**config.mk**
```make
export PLATFORM = sky130hd
export DESIGN_NAME = generic_header_compressor
export DESIGN_NICKNAME = d
export VERILOG_FILES = /design/src/hdl/ghc_pkg.sv /design/src/hdl/generic_header_compressor.sv
export VERILOG_INCLUDE_DIRS = /design/src /design/src/hdl
export SDC_FILE = /design/constraint.sdc
export NUM_CORES = 1
export LEC_CHECK = 0
export ABC_CLOCK_PERIOD_IN_PS = 18200
export BUFFER_PORTS_ARGS = -buffer_cell sky130_fd_sc_hd__buf_2
export CAP_MARGIN = 20
export CORE_MARGIN = 2
export CORE_UTILIZATION = 40
export CTS_CLUSTER_SIZE = 10
export DETAILED_ROUTE_END_ITERATION = 7
export PLACE_DENSITY_LB_ADDON = 0.1
export RECOVER_POWER = 25
export SYNTH_ARGS = -nofsm -noshare
export SYNTH_HDL_FRONTEND = slang
export SYNTH_SLANG_ARGS = --single-unit
```
**constraint.sdc**
```tcl
create_clock -name clk_i -period 18.2 [get_ports clk_i]
set_clock_uncertainty 0.05 [all_clocks]
set_input_delay 2.73 -clock clk_i [delete_from_list [all_inputs] [get_ports clk_i]]
set_output_delay 2.73 -clock clk_i [all_outputs]
set_load 0.1 [all_outputs]
```
**src/hdl/generic_header_compressor_macros.svh**
```systemverilog
// ----------------------------------------------------------------------------
// generic_header_compressor_macros.svh
// assertion macros for the header compressor, empty in synthesis builds
// ----------------------------------------------------------------------------
`ifndef GENERIC_HEADER_COMPRESSOR_MACROS_SVH
`define GENERIC_HEADER_COMPRESSOR_MACROS_SVH

`ifndef SYNTH
// same-cycle implication
`define GHC_ASSERT_IMPL(label, clk, rst_n, ante, cons) \
  label: assert property (@(posedge clk) disable iff (!rst_n) (ante) |-> (cons)) \
    else $error("header compressor check failed");
// next-cycle implication
`define GHC_ASSERT_NEXT(label, clk, rst_n, ante, cons) \
  label: assert property (@(posedge clk) disable iff (!rst_n) (ante) |=> (cons)) \
    else $error("header compressor check failed");
`else
`define GHC_ASSERT_IMPL(label, clk, rst_n, ante, cons)
`define GHC_ASSERT_NEXT(label, clk, rst_n, ante, cons)
`endif

`endif

```
**src/hdl/ghc_pkg.sv**
```systemverilog
// ----------------------------------------------------------------------------
// ghc_pkg
// constants and types of the header compressor
// ----------------------------------------------------------------------------
package ghc_pkg;

  localparam int unsigned LiteralLimitDef = 95;
  localparam int unsigned PacketBytesDef  = 2048;

  localparam int unsigned AddrW      = 12;
  localparam int unsigned ByteW      = 8;
  localparam int unsigned ZeroRunW   = 5;
  localparam int unsigned MaxResults = 6;
  localparam int unsigned ResCntW    = 3;

  localparam logic [ZeroRunW-1:0] ZeroMax    = 5'd17;
  localparam logic [ByteW-1:0]    ZeroCode   = 8'h80;
  localparam logic [ByteW-1:0]    RepeatCode = 8'hC0;

  // one written byte and its place in the compressed packet
  typedef struct packed {
    logic [ByteW-1:0] data;
    logic [AddrW-1:0] addr;
  } res_t;

endpackage

```
**src/hdl/generic_header_compressor.sv**
```systemverilog
// ----------------------------------------------------------------------------
// generic_header_compressor
// streaming packet header compressor: zero runs, pair repeats, literal runs
// ----------------------------------------------------------------------------
//
//  channel | direction | handshake                  | payload
//  --------+-----------+----------------------------+-------------------------
//  input   | in        | in_valid_i / in_stall_o    | in_byte_i, is_last_i
//  output  | out       | out_valid_o / out_stall_i  | out_byte_o, out_address_o,
//          |           |                            | packet_done_o, out_length_o
//
//  one input item is decided combinationally into a bundle of 0 to 4 result
//  items; the bundle register drains one result item per cycle unless the output
//  stalls, so an input item that yields several results holds off the next one
//  a new input item is taken when the bundle is empty or its last result is
//  taken in the same cycle; typical literal streams run at one item a cycle while the output does not stall
//  output stall holds the current result and blocks the input side
//  reset clears all packet state and empties the bundle, no clearing pass
//
module generic_header_compressor #(
  parameter int unsigned LITERAL_LIMIT = ghc_pkg::LiteralLimitDef,
  parameter int unsigned PACKET_BYTES  = ghc_pkg::PacketBytesDef
) (
  input  logic                          clk_i,
  input  logic                          rst_ni,
  // input channel
  input  logic                          in_valid_i,
  output logic                          in_stall_o,
  input  logic [ghc_pkg::ByteW-1:0]     in_byte_i,
  input  logic                          is_last_i,
  // output channel
  output logic                          out_valid_o,
  input  logic                          out_stall_i,
  output logic [ghc_pkg::ByteW-1:0]     out_byte_o,
  output logic [ghc_pkg::AddrW-1:0]     out_address_o,
  output logic                          packet_done_o,
  output logic [ghc_pkg::AddrW-1:0]     out_length_o
);

`include "generic_header_compressor_macros.svh"

  localparam int unsigned LitW = $clog2(LITERAL_LIMIT + 1);
  localparam int unsigned CntW = $clog2(PACKET_BYTES + 1);
  localparam int unsigned AW   = ghc_pkg::AddrW;
  localparam int unsigned BW   = ghc_pkg::ByteW;
  localparam int unsigned ZW   = ghc_pkg::ZeroRunW;
  localparam int unsigned RW   = ghc_pkg::ResCntW;

  // ---------------------------------------------------------------------------
  // packet state
  // ---------------------------------------------------------------------------
  logic [BW-1:0]   hist0_q, hist0_d;   // older of the last two plain bytes
  logic [BW-1:0]   hist1_q, hist1_d;   // newer one
  logic [1:0]      hv_q, hv_d;         // how many history bytes are known
  logic [BW-1:0]   la_q, la_d;         // undecided byte
  logic            lc_q, lc_d;         // undecided byte present
  logic [ZW-1:0]   zr_q, zr_d;         // zeros in the open zero run
  logic [LitW-1:0] lit_q, lit_d;       // bytes in the open literal run
  logic [AW-1:0]   hp_q, hp_d;         // reserved header slot of the literal run
  logic [AW-1:0]   wp_q, wp_d;         // next free address
  logic [CntW-1:0] ic_q, ic_d;         // bytes received in this packet

  // ---------------------------------------------------------------------------
  // result bundle
  // ---------------------------------------------------------------------------
  ghc_pkg::res_t   res_q [ghc_pkg::MaxResults];
  ghc_pkg::res_t   res_d [ghc_pkg::MaxResults];
  logic [RW-1:0]   res_cnt_q, res_cnt_d;
  logic [RW-1:0]   res_idx_q;
  logic            done_q, done_d;     // bundle closes the packet
  logic [AW-1:0]   len_q, len_d;       // compressed length of that packet

  logic in_accept;
  logic out_accept;
  logic bundle_free;
  logic final_res;

  assign out_valid_o = (res_idx_q != res_cnt_q);
  assign out_accept  = out_valid_o && !out_stall_i;
  // empty, or the last pending result leaves this cycle
  assign bundle_free = !out_valid_o || ((res_idx_q + RW'(1) == res_cnt_q) && !out_stall_i);
  assign in_stall_o  = !bundle_free;
  assign in_accept   = in_valid_i && bundle_free;

  assign final_res     = done_q && (res_idx_q + RW'(1) == res_cnt_q);
  assign out_byte_o    = res_q[res_idx_q].data;
  assign out_address_o = res_q[res_idx_q].addr;
  assign packet_done_o = final_res;
  assign out_length_o  = final_res ? len_q : '0;

  // ---------------------------------------------------------------------------
  // single pass over one input item, mirrors the byte-level coding rules
  // ---------------------------------------------------------------------------
  always_comb begin : step
    logic [RW-1:0] n;
    logic          last;
    logic [BW-1:0] x;

    hist0_d = hist0_q;
    hist1_d = hist1_q;
    hv_d    = hv_q;
    la_d    = la_q;
    lc_d    = lc_q;
    zr_d    = zr_q;
    lit_d   = lit_q;
    hp_d    = hp_q;
    wp_d    = wp_q;
    n       = '0;
    x       = in_byte_i;
    for (int i = 0; i < ghc_pkg::MaxResults; i++) begin
      res_d[i] = '0;
    end

    // byte count saturates at the packet limit, which forces an end
    ic_d = (ic_q < CntW'(PACKET_BYTES)) ? ic_q + CntW'(1) : ic_q;
    last = is_last_i || (ic_d >= CntW'(PACKET_BYTES));

    if (zr_d != '0 && x == '0) begin
      // zero run grows; written at once when it reaches its cap
      zr_d = zr_d + ZW'(1);
      if (zr_d >= ghc_pkg::ZeroMax) begin
        res_d[n] = '{data: ghc_pkg::ZeroCode + BW'(zr_d) - BW'(2), addr: wp_d};
        n        = n + RW'(1);
        wp_d     = wp_d + AW'(1);
        zr_d     = '0;
      end
    end else begin
      if (zr_d != '0) begin
        // nonzero byte ends the zero run
        res_d[n] = '{data: ghc_pkg::ZeroCode + BW'(zr_d) - BW'(2), addr: wp_d};
        n        = n + RW'(1);
        wp_d     = wp_d + AW'(1);
        zr_d     = '0;
      end
      if (!lc_d) begin
        la_d = x;
        lc_d = 1'b1;
      end else if (la_d == '0 && x == '0) begin
        // zero pair opens a run and closes any literal run
        if (lit_d != '0) begin
          res_d[n] = '{data: BW'(lit_d), addr: hp_d};
          n        = n + RW'(1);
          lit_d    = '0;
        end
        zr_d    = ZW'(2);
        hist0_d = '0;
        hist1_d = '0;
        hv_d    = 2'd2;
        lc_d    = 1'b0;
      end else if (hv_d == 2'd2 && la_d == hist0_d && x == hist1_d) begin
        // pair repeats the last two plain bytes
        if (lit_d != '0) begin
          res_d[n] = '{data: BW'(lit_d), addr: hp_d};
          n        = n + RW'(1);
          lit_d    = '0;
        end
        res_d[n] = '{data: ghc_pkg::RepeatCode, addr: wp_d};
        n        = n + RW'(1);
        wp_d     = wp_d + AW'(1);
        lc_d     = 1'b0;
      end else begin
        // older byte becomes a literal, newer one waits
        if (lit_d == '0) begin
          hp_d = wp_d;
          wp_d = wp_d + AW'(1);
        end
        res_d[n] = '{data: la_d, addr: wp_d};
        n        = n + RW'(1);
        wp_d     = wp_d + AW'(1);
        lit_d    = lit_d + LitW'(1);
        hist0_d  = hist1_d;
        hist1_d  = la_d;
        if (hv_d != 2'd2) hv_d = hv_d + 2'd1;
        if (lit_d >= LitW'(LITERAL_LIMIT)) begin
          res_d[n] = '{data: BW'(lit_d), addr: hp_d};
          n        = n + RW'(1);
          lit_d    = '0;
        end
        la_d = x;
        lc_d = 1'b1;
      end
    end

    done_d = 1'b0;
    len_d  = wp_d;
    if (last) begin
      // flush: open zero run, lone waiting byte, open literal run
      if (zr_d != '0) begin
        res_d[n] = '{data: ghc_pkg::ZeroCode + BW'(zr_d) - BW'(2), addr: wp_d};
        n        = n + RW'(1);
        wp_d     = wp_d + AW'(1);
      end
      if (lc_d) begin
        if (lit_d == '0) begin
          hp_d = wp_d;
          wp_d = wp_d + AW'(1);
        end
        res_d[n] = '{data: la_d, addr: wp_d};
        n        = n + RW'(1);
        wp_d     = wp_d + AW'(1);
        lit_d    = lit_d + LitW'(1);
        if (lit_d >= LitW'(LITERAL_LIMIT)) begin
          res_d[n] = '{data: BW'(lit_d), addr: hp_d};
          n        = n + RW'(1);
          lit_d    = '0;
        end
      end
      if (lit_d != '0) begin
        res_d[n] = '{data: BW'(lit_d), addr: hp_d};
        n        = n + RW'(1);
      end
      done_d  = (n != '0);
      len_d   = wp_d;
      // next packet starts from a clean state
      hist0_d = '0;
      hist1_d = '0;
      hv_d    = '0;
      la_d    = '0;
      lc_d    = 1'b0;
      zr_d    = '0;
      lit_d   = '0;
      hp_d    = '0;
      wp_d    = '0;
      ic_d    = '0;
    end
    res_cnt_d = n;
  end

  // ---------------------------------------------------------------------------
  // registers
  // ---------------------------------------------------------------------------
  always_ff @(posedge clk_i or negedge rst_ni) begin
    if (!rst_ni) begin
      hist0_q   <= '0;
      hist1_q   <= '0;
      hv_q      <= '0;
      la_q      <= '0;
      lc_q      <= 1'b0;
      zr_q      <= '0;
      lit_q     <= '0;
      hp_q      <= '0;
      wp_q      <= '0;
      ic_q      <= '0;
      res_cnt_q <= '0;
      res_idx_q <= '0;
      done_q    <= 1'b0;
    end else if (in_accept) begin
      hist0_q   <= hist0_d;
      hist1_q   <= hist1_d;
      hv_q      <= hv_d;
      la_q      <= la_d;
      lc_q      <= lc_d;
      zr_q      <= zr_d;
      lit_q     <= lit_d;
      hp_q      <= hp_d;
      wp_q      <= wp_d;
      ic_q      <= ic_d;
      res_cnt_q <= res_cnt_d;
      res_idx_q <= '0;
      done_q    <= done_d;
    end else if (out_accept) begin
      res_idx_q <= res_idx_q + RW'(1);
    end
  end

  // bundle payload, no reset needed
  always_ff @(posedge clk_i) begin
    if (in_accept) begin
      res_q <= res_d;
      len_q <= len_d;
    end
  end

  // ---------------------------------------------------------------------------
  // assertions
  // ---------------------------------------------------------------------------
  `GHC_ASSERT_IMPL(a_bundle_bounds, clk_i, rst_ni, 1'b1, (res_idx_q <= res_cnt_q) && (res_cnt_q <= RW'(ghc_pkg::MaxResults)))
  `GHC_ASSERT_IMPL(a_zero_run_alone, clk_i, rst_ni, zr_q != '0, !lc_q && (lit_q == '0))
  `GHC_ASSERT_NEXT(a_stall_holds_result, clk_i, rst_ni, out_valid_o && out_stall_i, out_valid_o && $stable(res_idx_q))

endmodule
```
==> summary.md <==
| Metric | Value |
|---|---|
| Synth-to-layout area growth | 9.42% |
| Setup crit end kind | flip-flop |
| Internal | 0.00220 W |
| Vias in the first global route | 21,420 |
| DIE HEIGHT | 234 um |
| Max_cap viols | 4 |
| Crit Path Class | in2reg |
| Cell count of the worst reg-to-reg path | 23 |
| Placed Cells | 3,290 |
| Logic depth of the worst path, buffers included | 21 |
| Post-synthesis sequential area ratio | 0.285 |
| Synth area leaders | edfxtp_1 19%, dfrtp_1 9.7%, nand2_1 5.5%, a21oi_1 4.8%, nor2_1 4.6% |
| Gpl congestion | 0.971 |
| Crit-path slowest cell | nor2_2 |
| Post-layout net count | 2,679 |
| Setup TNS | 0 ns |
| Die width | 234 um |
| Post-CTS resize count | 0 |
| NetSw | 0.00341 W |
| Hold WS | 0.435 ns |
| Initial antenna violation count | 3 |
| R2r startpoint | zr_q[1] |
| Die ar. | 54,600 um^2 |
| CP max FO | 30 |
| Initial Utilization | 0.403 |
| Pre-antenna DRT Iters | 6 |
| Clock Tree Buf Depth | 3 |
| Rel. slew slack | -0.937 |
| H-Tree Level Count | 1 |
| Synth Instances | 2,698 |
| Data required, critical path | 18.60 ns |
| Number of flops mapped to enable cells by yosys | 132 |
| Total GRT Usage | 0.394 |
| Iter 0 DRT Violations | 3,314 |
| FF+latch count, synth | 214 |
| Post-DP HPWL | 78,300 um |
| CP most frequent cell | nor2_1 |
| Row cnt | 84 |
| WP buf/inv | 3 |
| DR vias/cell | 7.07 |
| Non-filler cells, final | 3,348 |
| IO buf count | 47 |
| Root Driver | clkbuf_16 |
| Min-Delay Path Class | reg2reg |
| Sw Ratio | 0.608 |
| Clock power share | 0.107 |
| Synth warn | 0 |
| Slew Limit Fails | 192 |
| Max Fclk | 0.106 GHz |
| Failing checks | capacitance limit, slew limit |
| Routed len/inst | 32.9 um |
| Fin crit period | 9.48 ns |
| Worst-Margin Slew | 2.89 ns |
| Lkg Pwr | 8.24 nW |
| First-pass GRT wire length | 157,000 um |
| Fill cells | 5,304 |
| R2R Setup Slk | 9.28 ns |
| Top-count cell post-synth | nand2_1 |
| Nature of the critical path startpoint | input port |
| Final setup viols | 0 |
| Crit path DAT | 9.87 ns |
| Post-Place Cell Area | 22,100 um^2 |
| VDD IR max | 0.157 mV |
| Worst-skew pair later-pin latency | 0.61 ns |
| Sequential power share | 0.168 |
| Worst hold path depth | 2 |
| CTS tree | done |
| Core region area | 52,300 um^2 |
| Comb pwr share | 0.725 |
| Sink Count | 214 |
| Drt drc | 0 |
| Post-Syn Area | 21,100 um^2 |
| Syn_nets | 2,741 |
| Fin area | 23,100 um^2 |
| Post-synth top area cell | edfxtp_1 |
| # IOs | 48 |
| Period utilisation layout | 0.521 |
| Crit Reg-Reg Endpoint | res_q[69] |
| Cts bufs inserted | 30 |
| RSZ-0062 raised after global routing | false |
| Post-Route WL | 110,000 um |
| Synth Area per Inst | 7.82 um^2 |
| Fin. Hold Viols | 0 |
| Synth top area share | 0.188 |
| Clock Pin Slew Worst Setup and Hold Paths | 0.05 ns |
| Routed Antenna Nets | 0 |
| CP peak stage delay | 0.94 ns |
| Critical path's top delay family | compound AO/OA/AOI/OAI gates |
| Min-Delay Endpoint | hist0_q[5] |
| Status | finished with violations |
| Layout cells sized above 1 | 0.118 |
| Hold-fix buffers at CTS | 0 |
| Synth top cells by count | 309 x nand2_1, 256 x nor2_1, 202 x a21oi_1 |
| Worst path cell trace | buf_2, or4_1, o41ai_2, buf_4, nor2_2, buf_4, o21ai_1, nor2_1, nor2_1, or2_2, ha_1, o211a_1, a211oi_1, nor4_1, a21oi_1, a21boi_1, a311oi_1, o22ai_1, nor2_2, a222oi_1, nor2_1 |
| Post CTS Setup Buffer Count | 0 |
| Grt total ovfl | 0 |
| Yosys cell types | 122 |
| Hold_sp | hist0_q[5] |
| Largest net degree at the start of global routing | 81 |
| Synth Flop Type | edfxtp_1 |
| Via count | 23,677 |
| Post-synth ARST share | 0.383 |
| Power per cell area | 243 nW/um^2 |
metal layers:
layer  GRT usage  vias up  wire length [um]
met3      0.0773      295             12300
met5           0        -                 0
li1            -    10135                 -
met1       0.557    11620             45600
met4       0.170        0              5550
met2       0.585     1627             46800
cells by family (layout without fill, tap and decap cells):
group,count (synthesis),in the layout,share of synthesized area
xor gates and xnor gates,121,121,0.0547
muxes,97,97,0.0585
other,0,2,0
adders and majority gates,30,30,0.0178
DFF,214,214,0.285
AOI/OAI and AO/OA,937,937,0.297
and+or+nand+nor,985,985,0.225
buffers and inverters,314,274,0.0612
layout by cell type, fill, tap and decap left out, types with 43 or more instances in the layout:
cell type	instances
a31oi_1	50
nand2_1	309
nand3_1	115
buf_2	46
a22oi_1	53
mux2i_1	70
a21oi_1	201
o22ai_1	105
buf_4	105
dfrtp_1	81
a221oi_1	43
o21ai_0	176
inv_1	58
nor2_1	253
edfxtp_1	132
nor3_1	81
xnor2_1	82
power by group through the flow:
stage | combinational (W) | sequential (W) | clock, W
after floorplan | 0.00259 | 0.000862 | 0
after global placement | 0.00387 | 0.000936 | 0
after detailed placement | 0.00388 | 0.000938 | 0
after CTS | 0.00389 | 0.000930 | 0.000606
after global routing | 0.00420 | 0.000956 | 0.000624
final | 0.00406 | 0.000942 | 0.000601
how the worst max path moves through the flow:
stage	from	end	slack, ns
finish	in_byte_i[4]	res_q[1]	8.72
floorplan	in_byte_i[4]	res_q[85]	9.96
detailed placement	in_byte_i[4]	res_q[1]	8.51
global placement	in_byte_i[4]	res_q[105]	8.43
CTS	in_byte_i[4]	res_q[1]	9.09
global route	in_byte_i[4]	res_q[10]	8.41
area by class of cell:
type                            count  area (um^2)  share of cell area
Sequential cell                   214         6020               0.260
Timing Repair Buffer              157         1050              0.0454
Tap cell                          688          861              0.0373
Clock buffer                       41          855              0.0370
Inverter                           63          243              0.0105
Antenna cell                        2         5.00            0.000217
Clock inverter                     13          116             0.00504
Multi-Input combinational cell   2170        14000               0.604
registers in the layout (all words and copies together) (netlist names):
signal     count
lit_q          7
hist0_q        8
ic_q          12
res_q        120
la_q           8
hist1_q        8
hv_q           2
res_cnt_q      3
zr_q           5
hp_q          12
done_q         1
len_q         12
res_idx_q      3
lc_q           1
wp_q          12
tightest hold or removal path, stage by stage (launching register included):
cell and delay [ns]:
dfrtp_1 0.35, nand2_1 0.05, nand2_1 0.05
metrics by stage:
stage	util	setup slack [ns]	power [W]
after floorplan	-	9.96	0.00345
after global placement	0.422	8.43	0.00481
after detailed placement	0.423	8.51	0.00482
after CTS	0.441	9.09	0.00543
after global routing	0.441	8.41	0.00578
final	0.441	8.72	0.00561
No activity file was read; power rests on OpenSTA's default activity.
